===== src/rtl/u8u16_pkg.sv =====
// Shared types and constants for the UTF-8 to UTF-16LE transcoder.
// No dependencies; every other file of the block imports this package.
package u8u16_pkg;

    // Code point as gathered from UTF-8, and one UTF-16 unit
    typedef logic [20:0] cp_t;
    typedef logic [15:0] unit_t;

    // Default number of finished code points held between decoder and emitter
    localparam int QUEUE_DEPTH = 4;

    // Surrogate arithmetic
    localparam cp_t   SUPP_BASE = 21'h10000;
    localparam unit_t HIGH_SURR = 16'hD800;
    localparam unit_t LOW_SURR  = 16'hDC00;

    // Following bytes due after each kind of lead byte
    localparam logic [1:0] NEED_NONE  = 2'd0;
    localparam logic [1:0] NEED_ONE   = 2'd1;
    localparam logic [1:0] NEED_TWO   = 2'd2;
    localparam logic [1:0] NEED_THREE = 2'd3;

    // Queue status seen by the decoder and the emitter
    typedef struct packed {
        logic full;
        logic empty;
    } q_status_t;

endpackage


===== src/rtl/u8u16_front.sv =====
// Byte decoder: accepts UTF-8 bytes and assembles finished code points.
// Depends on u8u16_pkg; pushes into u8u16_queue.
module u8u16_front
    import u8u16_pkg::*;
(
    input  logic      clk,
    input  logic      rst_n,
    input  logic      in_valid,
    output logic      in_ready,
    input  logic [7:0] byte_in,
    input  logic      end_of_string,
    input  q_status_t q_status,
    output logic      push,
    output cp_t       push_cp
);

    cp_t        partial_reg, partial_next;
    logic [1:0] pending_reg, pending_next;

    logic       accept;
    logic [1:0] lead_need;
    cp_t        lead_val;
    logic [1:0] pend_dec;
    cp_t        merged;
    logic       emit;

    assign in_ready = !q_status.full;
    assign accept   = in_valid && in_ready;

    // Lead byte classification
    always_comb
    begin
        if (byte_in[7:4] == 4'hF)
        begin
            lead_need = NEED_THREE;
            lead_val  = cp_t'(byte_in[2:0]);
        end
        else if (byte_in[7:5] == 3'b111)
        begin
            lead_need = NEED_TWO;
            lead_val  = cp_t'(byte_in[3:0]);
        end
        else if (byte_in[7:6] == 2'b11)
        begin
            lead_need = NEED_ONE;
            lead_val  = cp_t'(byte_in[4:0]);
        end
        else
        begin
            lead_need = NEED_NONE;
            lead_val  = cp_t'(byte_in);
        end
    end

    // Follower merge: any byte adds its low six bits
    assign merged   = {partial_reg[14:0], byte_in[5:0]};
    assign pend_dec = pending_reg - 2'd1;

    // Next decoder state and code point handed on
    always_comb
    begin
        partial_next = partial_reg;
        pending_next = pending_reg;
        if (pending_reg == NEED_NONE)
        begin
            push_cp = lead_val;
            emit    = (lead_need == NEED_NONE) || end_of_string;
            if (accept && !emit)
            begin
                partial_next = lead_val;
                pending_next = lead_need;
            end
        end
        else
        begin
            push_cp = merged;
            emit    = (pend_dec == NEED_NONE) || end_of_string;
            if (accept && !emit)
            begin
                partial_next = merged;
                pending_next = pend_dec;
            end
        end
        if (accept && emit)
        begin
            partial_next = '0;
            pending_next = NEED_NONE;
        end
    end

    assign push = accept && emit;

    always_ff @(posedge clk or negedge rst_n)
    begin
        if (!rst_n)
        begin
            partial_reg <= '0;
            pending_reg <= NEED_NONE;
        end
        else
        begin
            partial_reg <= partial_next;
            pending_reg <= pending_next;
        end
    end

    // A partial value never holds more than three bytes' worth of bits
    a_partial_narrow: assert property (@(posedge clk) disable iff (!rst_n)
        partial_reg[20:15] == '0)
        else $error("partial code point wider than expected");

    // The end of a string always leaves the decoder clear
    a_eos_clears: assert property (@(posedge clk) disable iff (!rst_n)
        accept && end_of_string |=> pending_reg == NEED_NONE && partial_reg == '0)
        else $error("decoder state left over after end of string");

    // Nothing is pushed into a full queue
    a_push_room: assert property (@(posedge clk) disable iff (!rst_n)
        push |-> !q_status.full)
        else $error("code point pushed into full queue");

endmodule


===== src/rtl/u8u16_queue.sv =====
// Short queue of finished code points between decoder and unit emitter.
// Depends on u8u16_pkg.
module u8u16_queue
    import u8u16_pkg::*;
#(
    parameter int DEPTH = QUEUE_DEPTH
)
(
    input  logic      clk,
    input  logic      rst_n,
    input  logic      push,
    input  cp_t       push_cp,
    input  logic      pop,
    output cp_t       head_cp,
    output q_status_t q_status
);

    localparam int PTR_W = (DEPTH > 1) ? $clog2(DEPTH) : 1;
    localparam int CNT_W = $clog2(DEPTH + 1);
    localparam logic [PTR_W-1:0] LAST_IDX = PTR_W'(DEPTH - 1);
    localparam logic [CNT_W-1:0] FULL_CNT = CNT_W'(DEPTH);

    cp_t              store_reg [DEPTH];
    logic [PTR_W-1:0] wr_ptr_reg, wr_ptr_next;
    logic [PTR_W-1:0] rd_ptr_reg, rd_ptr_next;
    logic [CNT_W-1:0] count_reg, count_next;

    assign q_status.full  = (count_reg == FULL_CNT);
    assign q_status.empty = (count_reg == '0);
    assign head_cp        = store_reg[rd_ptr_reg];

    // Pointer wrap and occupancy
    always_comb
    begin
        wr_ptr_next = wr_ptr_reg;
        rd_ptr_next = rd_ptr_reg;
        if (push)
            wr_ptr_next = (wr_ptr_reg == LAST_IDX) ? '0 : wr_ptr_reg + 1'b1;
        if (pop)
            rd_ptr_next = (rd_ptr_reg == LAST_IDX) ? '0 : rd_ptr_reg + 1'b1;
        count_next = count_reg + CNT_W'(push) - CNT_W'(pop);
    end

    always_ff @(posedge clk or negedge rst_n)
    begin
        if (!rst_n)
        begin
            wr_ptr_reg <= '0;
            rd_ptr_reg <= '0;
            count_reg  <= '0;
        end
        else
        begin
            wr_ptr_reg <= wr_ptr_next;
            rd_ptr_reg <= rd_ptr_next;
            count_reg  <= count_next;
        end
    end

    // Entry storage
    always_ff @(posedge clk)
    begin
        if (push)
            store_reg[wr_ptr_reg] <= push_cp;
    end

    a_no_overflow: assert property (@(posedge clk) disable iff (!rst_n)
        !(push && q_status.full))
        else $error("queue overflow");

    a_no_underflow: assert property (@(posedge clk) disable iff (!rst_n)
        !(pop && q_status.empty))
        else $error("queue underflow");

    a_count_bound: assert property (@(posedge clk) disable iff (!rst_n)
        count_reg <= FULL_CNT)
        else $error("queue count out of range");

endmodule


===== src/rtl/u8u16_back.sv =====
// Unit emitter: turns queued code points into one unit or a surrogate pair.
// Depends on u8u16_pkg; pops from u8u16_queue and drives the output register.
module u8u16_back
    import u8u16_pkg::*;
(
    input  logic      clk,
    input  logic      rst_n,
    input  cp_t       head_cp,
    input  q_status_t q_status,
    output logic      pop,
    output logic      out_valid,
    input  logic      out_ready,
    output unit_t     code_unit,
    output logic      last_unit
);

    logic  out_valid_reg;
    logic  low_pending_reg;
    unit_t code_unit_reg;
    logic  last_unit_reg;
    unit_t low_unit_reg;

    logic  take;
    logic  is_pair;
    cp_t   offset;
    unit_t high_unit;
    unit_t low_unit;

    // Output register may load when empty or being drained
    assign take = !out_valid_reg || out_ready;
    assign pop  = take && !low_pending_reg && !q_status.empty;

    // Surrogate split
    assign is_pair   = (head_cp[20:16] != '0);
    assign offset    = head_cp - SUPP_BASE;
    assign high_unit = HIGH_SURR + unit_t'(offset[20:10]);
    assign low_unit  = LOW_SURR | unit_t'(offset[9:0]);

    always_ff @(posedge clk or negedge rst_n)
    begin
        if (!rst_n)
        begin
            out_valid_reg   <= 1'b0;
            low_pending_reg <= 1'b0;
        end
        else if (take)
        begin
            out_valid_reg   <= low_pending_reg || !q_status.empty;
            low_pending_reg <= !low_pending_reg && pop && is_pair;
        end
    end

    // Unit payload
    always_ff @(posedge clk)
    begin
        if (take)
        begin
            if (low_pending_reg)
            begin
                code_unit_reg <= low_unit_reg;
                last_unit_reg <= 1'b1;
            end
            else if (pop)
            begin
                code_unit_reg <= is_pair ? high_unit : head_cp[15:0];
                last_unit_reg <= !is_pair;
                low_unit_reg  <= low_unit;
            end
        end
    end

    assign out_valid = out_valid_reg;
    assign code_unit = code_unit_reg;
    assign last_unit = last_unit_reg;

    // A waiting low surrogate always sits behind a shown high surrogate
    a_low_behind_high: assert property (@(posedge clk) disable iff (!rst_n)
        low_pending_reg |-> out_valid_reg && !last_unit_reg)
        else $error("low surrogate pending without high unit shown");

    // The low surrogate follows as the closing unit
    a_low_is_last: assert property (@(posedge clk) disable iff (!rst_n)
        low_pending_reg && take |=> out_valid_reg && last_unit_reg)
        else $error("low surrogate not emitted as last unit");

    // No new code point is taken while a pair is half sent
    a_no_pop_mid_pair: assert property (@(posedge clk) disable iff (!rst_n)
        low_pending_reg |-> !pop)
        else $error("queue popped in the middle of a surrogate pair");

endmodule


===== src/rtl/utf8_to_utf16le_transcoder_unit.sv =====
// Top level of the UTF-8 to UTF-16LE transcoder.
// Depends on u8u16_pkg, u8u16_front, u8u16_queue and u8u16_back.
//
// Takes one UTF-8 byte per cycle, with end_of_string on the final byte of a
// string, and gives UTF-16 code units with last_unit on the final unit that
// a byte causes. Decoding is lenient: stray continuation bytes pass through
// as their own value, following bytes are merged whatever their top bits, a
// sequence cut short by end_of_string gives its partial value, and values
// above 0x10FFFF still form a surrogate pair.
// The decoder accepts a byte every cycle while the code point queue has room;
// a finished code point is written into the queue and then loaded into the
// output register. A code point of 0x10000 or more gives a high and a low
// surrogate unit, so the sustained rate is one byte per cycle and the output
// side sets the pace only through the QUEUE_DEPTH_P-entry queue filling up.
module utf8_to_utf16le_transcoder_unit
    import u8u16_pkg::*;
#(
    parameter int QUEUE_DEPTH_P = QUEUE_DEPTH
)
(
    input  logic        clk,
    input  logic        rst_n,
    input  logic        in_valid,
    output logic        in_ready,
    input  logic [7:0]  byte_in,
    input  logic        end_of_string,
    output logic        out_valid,
    input  logic        out_ready,
    output logic [15:0] code_unit,
    output logic        last_unit
);

    q_status_t q_status;
    logic      push;
    cp_t       push_cp;
    logic      pop;
    cp_t       head_cp;

    // Byte decoder
    u8u16_front u_front (
        .clk           (clk),
        .rst_n         (rst_n),
        .in_valid      (in_valid),
        .in_ready      (in_ready),
        .byte_in       (byte_in),
        .end_of_string (end_of_string),
        .q_status      (q_status),
        .push          (push),
        .push_cp       (push_cp)
    );

    // Code point queue
    u8u16_queue #(
        .DEPTH (QUEUE_DEPTH_P)
    ) u_queue (
        .clk      (clk),
        .rst_n    (rst_n),
        .push     (push),
        .push_cp  (push_cp),
        .pop      (pop),
        .head_cp  (head_cp),
        .q_status (q_status)
    );

    // Unit emitter
    u8u16_back u_back (
        .clk       (clk),
        .rst_n     (rst_n),
        .head_cp   (head_cp),
        .q_status  (q_status),
        .pop       (pop),
        .out_valid (out_valid),
        .out_ready (out_ready),
        .code_unit (code_unit),
        .last_unit (last_unit)
    );

endmodule


===== config.mk =====
export PLATFORM = sky130hd
export DESIGN_NAME = utf8_to_utf16le_transcoder_unit
export DESIGN_NICKNAME = d
export VERILOG_FILES = /design/src/rtl/u8u16_pkg.sv /design/src/rtl/u8u16_front.sv /design/src/rtl/u8u16_queue.sv /design/src/rtl/u8u16_back.sv /design/src/rtl/utf8_to_utf16le_transcoder_unit.sv
export SDC_FILE = /design/constraint.sdc
export NUM_CORES = 1
export LEC_CHECK = 0
export BUFFER_PORTS_ARGS = -buffer_cell sky130_fd_sc_hd__buf_2
export CORE_ASPECT_RATIO = 1.1
export CORE_UTILIZATION = 60
export CTS_CLUSTER_SIZE = 14
export DETAILED_ROUTE_END_ITERATION = 7
export GPL_TIMING_DRIVEN = 0
export PLACE_DENSITY = 0.78
export SYNTH_ARGS = -nofsm -noshare
export SYNTH_HDL_FRONTEND = slang
export SYNTH_SLANG_ARGS = --single-unit

===== constraint.sdc =====
create_clock -name clk -period 3.9 [get_ports clk]
set_clock_uncertainty 0.15 [all_clocks]
set_input_delay 0.585 -clock clk [delete_from_list [all_inputs] [get_ports clk]]
set_output_delay 0.585 -clock clk [all_outputs]
set_load 0.01 [all_outputs]

==> impl_metrics.csv <==
group,metric,value,unit
grt,grt.met2_usage,43.4,%
flow_run,drv_cap,0,
placed_design,dp_cells,476,
floorplan,start_util,62.2,%
yosys,synth.yosys.seq_area_share,72.2,%
floorplan,design.portCount,32,
floorplan,die_w,93.5,um
sta,period_share,79.0,%
route,drtPass1Iterations,4,
placed_design,dpl.hpwl,6650,um
cts,numCtsBuffers,17,
power,powerDensity,776,nW/um^2
outcome,status,"complete, no violations",
cts,clkTransAtPathRegs,0.06,ns
route,drt_wl_total,10300,um
yosys,yosysTopAreaCellShare,60.4,%
yosys,synth_area,5520,um^2
cts,cts.path.max_buffers,2,
yosys,synth_area_leader_cell,"edfxtp_1",
grt,grt_pass1_wl,16300,um
setup_path,cp-end-kind,"flop",
placed_design,port_buffers,31,
route,drtIter0Drc,200,
setup_path,r2r_slack,0.82,ns
setup_path,regToRegStartpoint,"u_queue.rd_ptr_reg[1]",
yosys,synthCells,330,
grt,gr-usage-met3,6.19,%
yosys,ys_ff_latch,137,
sta,period_needed,3.08,ns
floorplan,die_h,103,um
power,power_leakage,2.33,nW
cts,clock_latency,0.51,ns
yosys,synth.avg_cell_area,16.7,um^2
final_layout,area_growth,16.2,%
sta,tightestPinTransition,1.30,ns
route,drc_errors,0,
yosys,yosysWarnings,0,
placed_design,gp_congestion,0.776,
worst_hold_path,hp-class,"in -> reg",
setup_path,cp-endpoint,"u_back.code_unit[2]",
setup_path,arrival,3.18,ns
yosys,synth_ff_type,"edfxtp_1",
sta,rsz0062_at_grt,"false",
yosys,synth_cell_types,42,
setup_path,critPathMaxFanout,10,
yosys,synth.area.top_cells,"edfxtp_1 60%, dfrtp_1 12%, mux4_2 8.6%, and2_1 2.2%, nand2_1 2.0%",
sta,relSlewSlack,13.1,%
grt,grt.busiest_layer,"met2",
yosys,synthArstFlopShare,19.0,%
cts,cts_root_buf,"clkbuf_8",
sta,setup_viol,0,
cts,htreeDepth,4,
final_layout,fillCellCount,562,
final_layout,layout-drive-gt1-share,24.4,%
route,viasPerCell,5.84,
route,vias,2966,
setup_path,worst-r2r-cell-count,9,
grt,grt_use_met1,28.8,%
grt,grt_pass1_vias,3090,
cts,tritoncts,"done",
grt,grt_usage,24.2,%
sta,final.setup.tns,0,ns
floorplan,core-area,8870,um^2
setup_path,crit_top_cell,"inv_1",
yosys,syn_nets,352,
setup_path,path_class,"reg -> reg",
grt,antenna_found_initial,0,
route,ant_nets,0,
route,post_drt_wl_per_cell,20.2,um
yosys,synth_enable_flop_cells,111,
grt,grt-ovfl-total,0,
setup_path,cp.required,3.99,ns
power,ir_worst_vdd,0.000425,V
setup_path,max_stage_delay,0.57,ns
final_layout,largest_reg_flops,84,
setup_path,cp-startpoint,"u_queue.rd_ptr_reg[1]",
final_layout,utilization,72.3,%
floorplan,num_rows,36,
final_layout,fin_cells,508,
sta,hold_violations,0,
setup_path,path_cells,"buf_1 -> mux4_2 -> inv_1 -> ha_1 -> inv_1 -> nor4_1 -> buf_4 -> mux2i_1 -> o21ai_1",
cts,clock-sinks,137,
setup_path,start_kind,"flop",
sta,slew_violations,0,
setup_path,cp_slowest_cell,"buf_1",
setup_path,r2r_end,"u_back.code_unit[2]",
sta,max_freq,325,MHz
final_layout,num_antenna_cells,0,
final_layout,nNetsFinal,404,
floorplan,die-area,9590,um^2
grt,grt_max_degree,27,
cts,post_cts_buffers,0,
-- layer usage --
metal  part of all wire (%)  vias up
li1                       -     1346
met1                     40     1511
met2                     55       96
met3                    4.5       13
met4                    1.4        0
met5                      0        -
-- cells by family (layout without fill, tap and decap cells) --
family,after synthesis,count (layout),synth area share (%)
buffers and inverters,30,94,2.31
AOI/OAI and AO/OA,37,37,4.42
adders and majority gates,9,9,2.18
muxes,32,32,10.7
xor gates and xnor gates,4,4,0.635
DFF,137,137,72.2
and+or+nand+nor,81,81,7.64
-- worst max-delay path: cells and delay by family, from the launching register on --
family,cells,cell delay (ns)
AOI/OAI and AO/OA,1,0.08
muxes,2,0.68
adders and majority gates,1,0.18
buffers and inverters,4,0.97
DFF,1,0.46
and+or+nand+nor,1,0.28
-- Yosys cell counts (all sizes together), types with 2 or more instances --
master	instances
mux2	4
inv	15
nor2b	2
o31ai	2
nand2b	7
xnor2	3
a22o	8
buf	7
clkbuf	8
nor3b	2
nor2	8
a21oi	2
edfxtp	111
ha	8
mux2i	7
mux4	21
a31oi	2
nor3	5
o21ai	18
nor4	2
dfrtp	26
nand2	30
and2	19
-- final cells by class --
class / instances / area [um^2] / area share (%)
Sequential cell: 137 / 3980 / 62.1
Timing Repair Buffer: 33 / 176 / 2.75
Inverter: 15 / 56.3 / 0.878
Buffer: 15 / 71.3 / 1.11
Clock buffer: 18 / 418 / 6.51
Clock inverter: 13 / 153 / 2.38
Tap cell: 114 / 143 / 2.22
Multi-Input combinational cell: 163 / 1410 / 22.0
-- how the worst min path moves through the flow --
stage / start / to / slack, ns / cells past startpoint
2_1_floorplan: rst_n / u_back.low_pending_reg / 0.14 / 0
3_3_place_gp: u_front.partial_reg[13] / u_front.partial_reg[13] / 0.30 / 2
3_5_place_dp: u_front.partial_reg[10] / u_front.partial_reg[10] / 0.32 / 2
4_1_cts: byte_in[1] / u_queue.store_reg[0][1] / 0.15 / 1
5_1_grt: byte_in[0] / u_queue.store_reg[2][0] / 0.15 / 1
6_report: byte_in[1] / u_queue.store_reg[0][1] / 0.16 / 1
-- report_power, final --
part           switching [W]  internal [W]
clock network       0.000577      0.000965
logic               0.000759      0.000565
registers           0.000114       0.00200
total                0.00145       0.00353
-- placed cells by master (no fill, tap or decap), types with 4 or more instances in the layout --
cell	count
a22o_1	8
o21ai_1	7
o21ai_0	10
and2_1	19
clkbuf_16	16
inv_1	15
nor2_1	8
ha_1	8
buf_2	34
mux4_2	21
dfrtp_1	26
mux2i_1	7
nand2_1	30
mux2_2	4
edfxtp_1	111
clkbuf_1	9
nand2b_1	7
-- timing repair --
action / CTS / global route
endpoints found under the hold margin: 26 / 0
gates resized for setup: 0 / 0
hold buffers: 1 / 0
setup endpoints to repair: 0 / 0
-- metrics by stage --
| step | total power (W) | worst slack (ns) | hold slack (ns) | instance area [um^2] |
|---|---|---|---|---|
| floorplan | 0.00305 | 0.911 | 0.139 | 5520 |
| global placement | 0.00339 | 0.319 | 0.304 | 5820 |
| detailed placement | 0.00347 | 0.839 | 0.321 | 5830 |
| CTS | 0.00503 | 0.748 | 0.149 | 6410 |
| global route | 0.00523 | 0.612 | 0.155 | 6410 |
| finish | 0.00498 | 0.820 | 0.163 | 6410 |
Power figures use the tool's default switching activity.
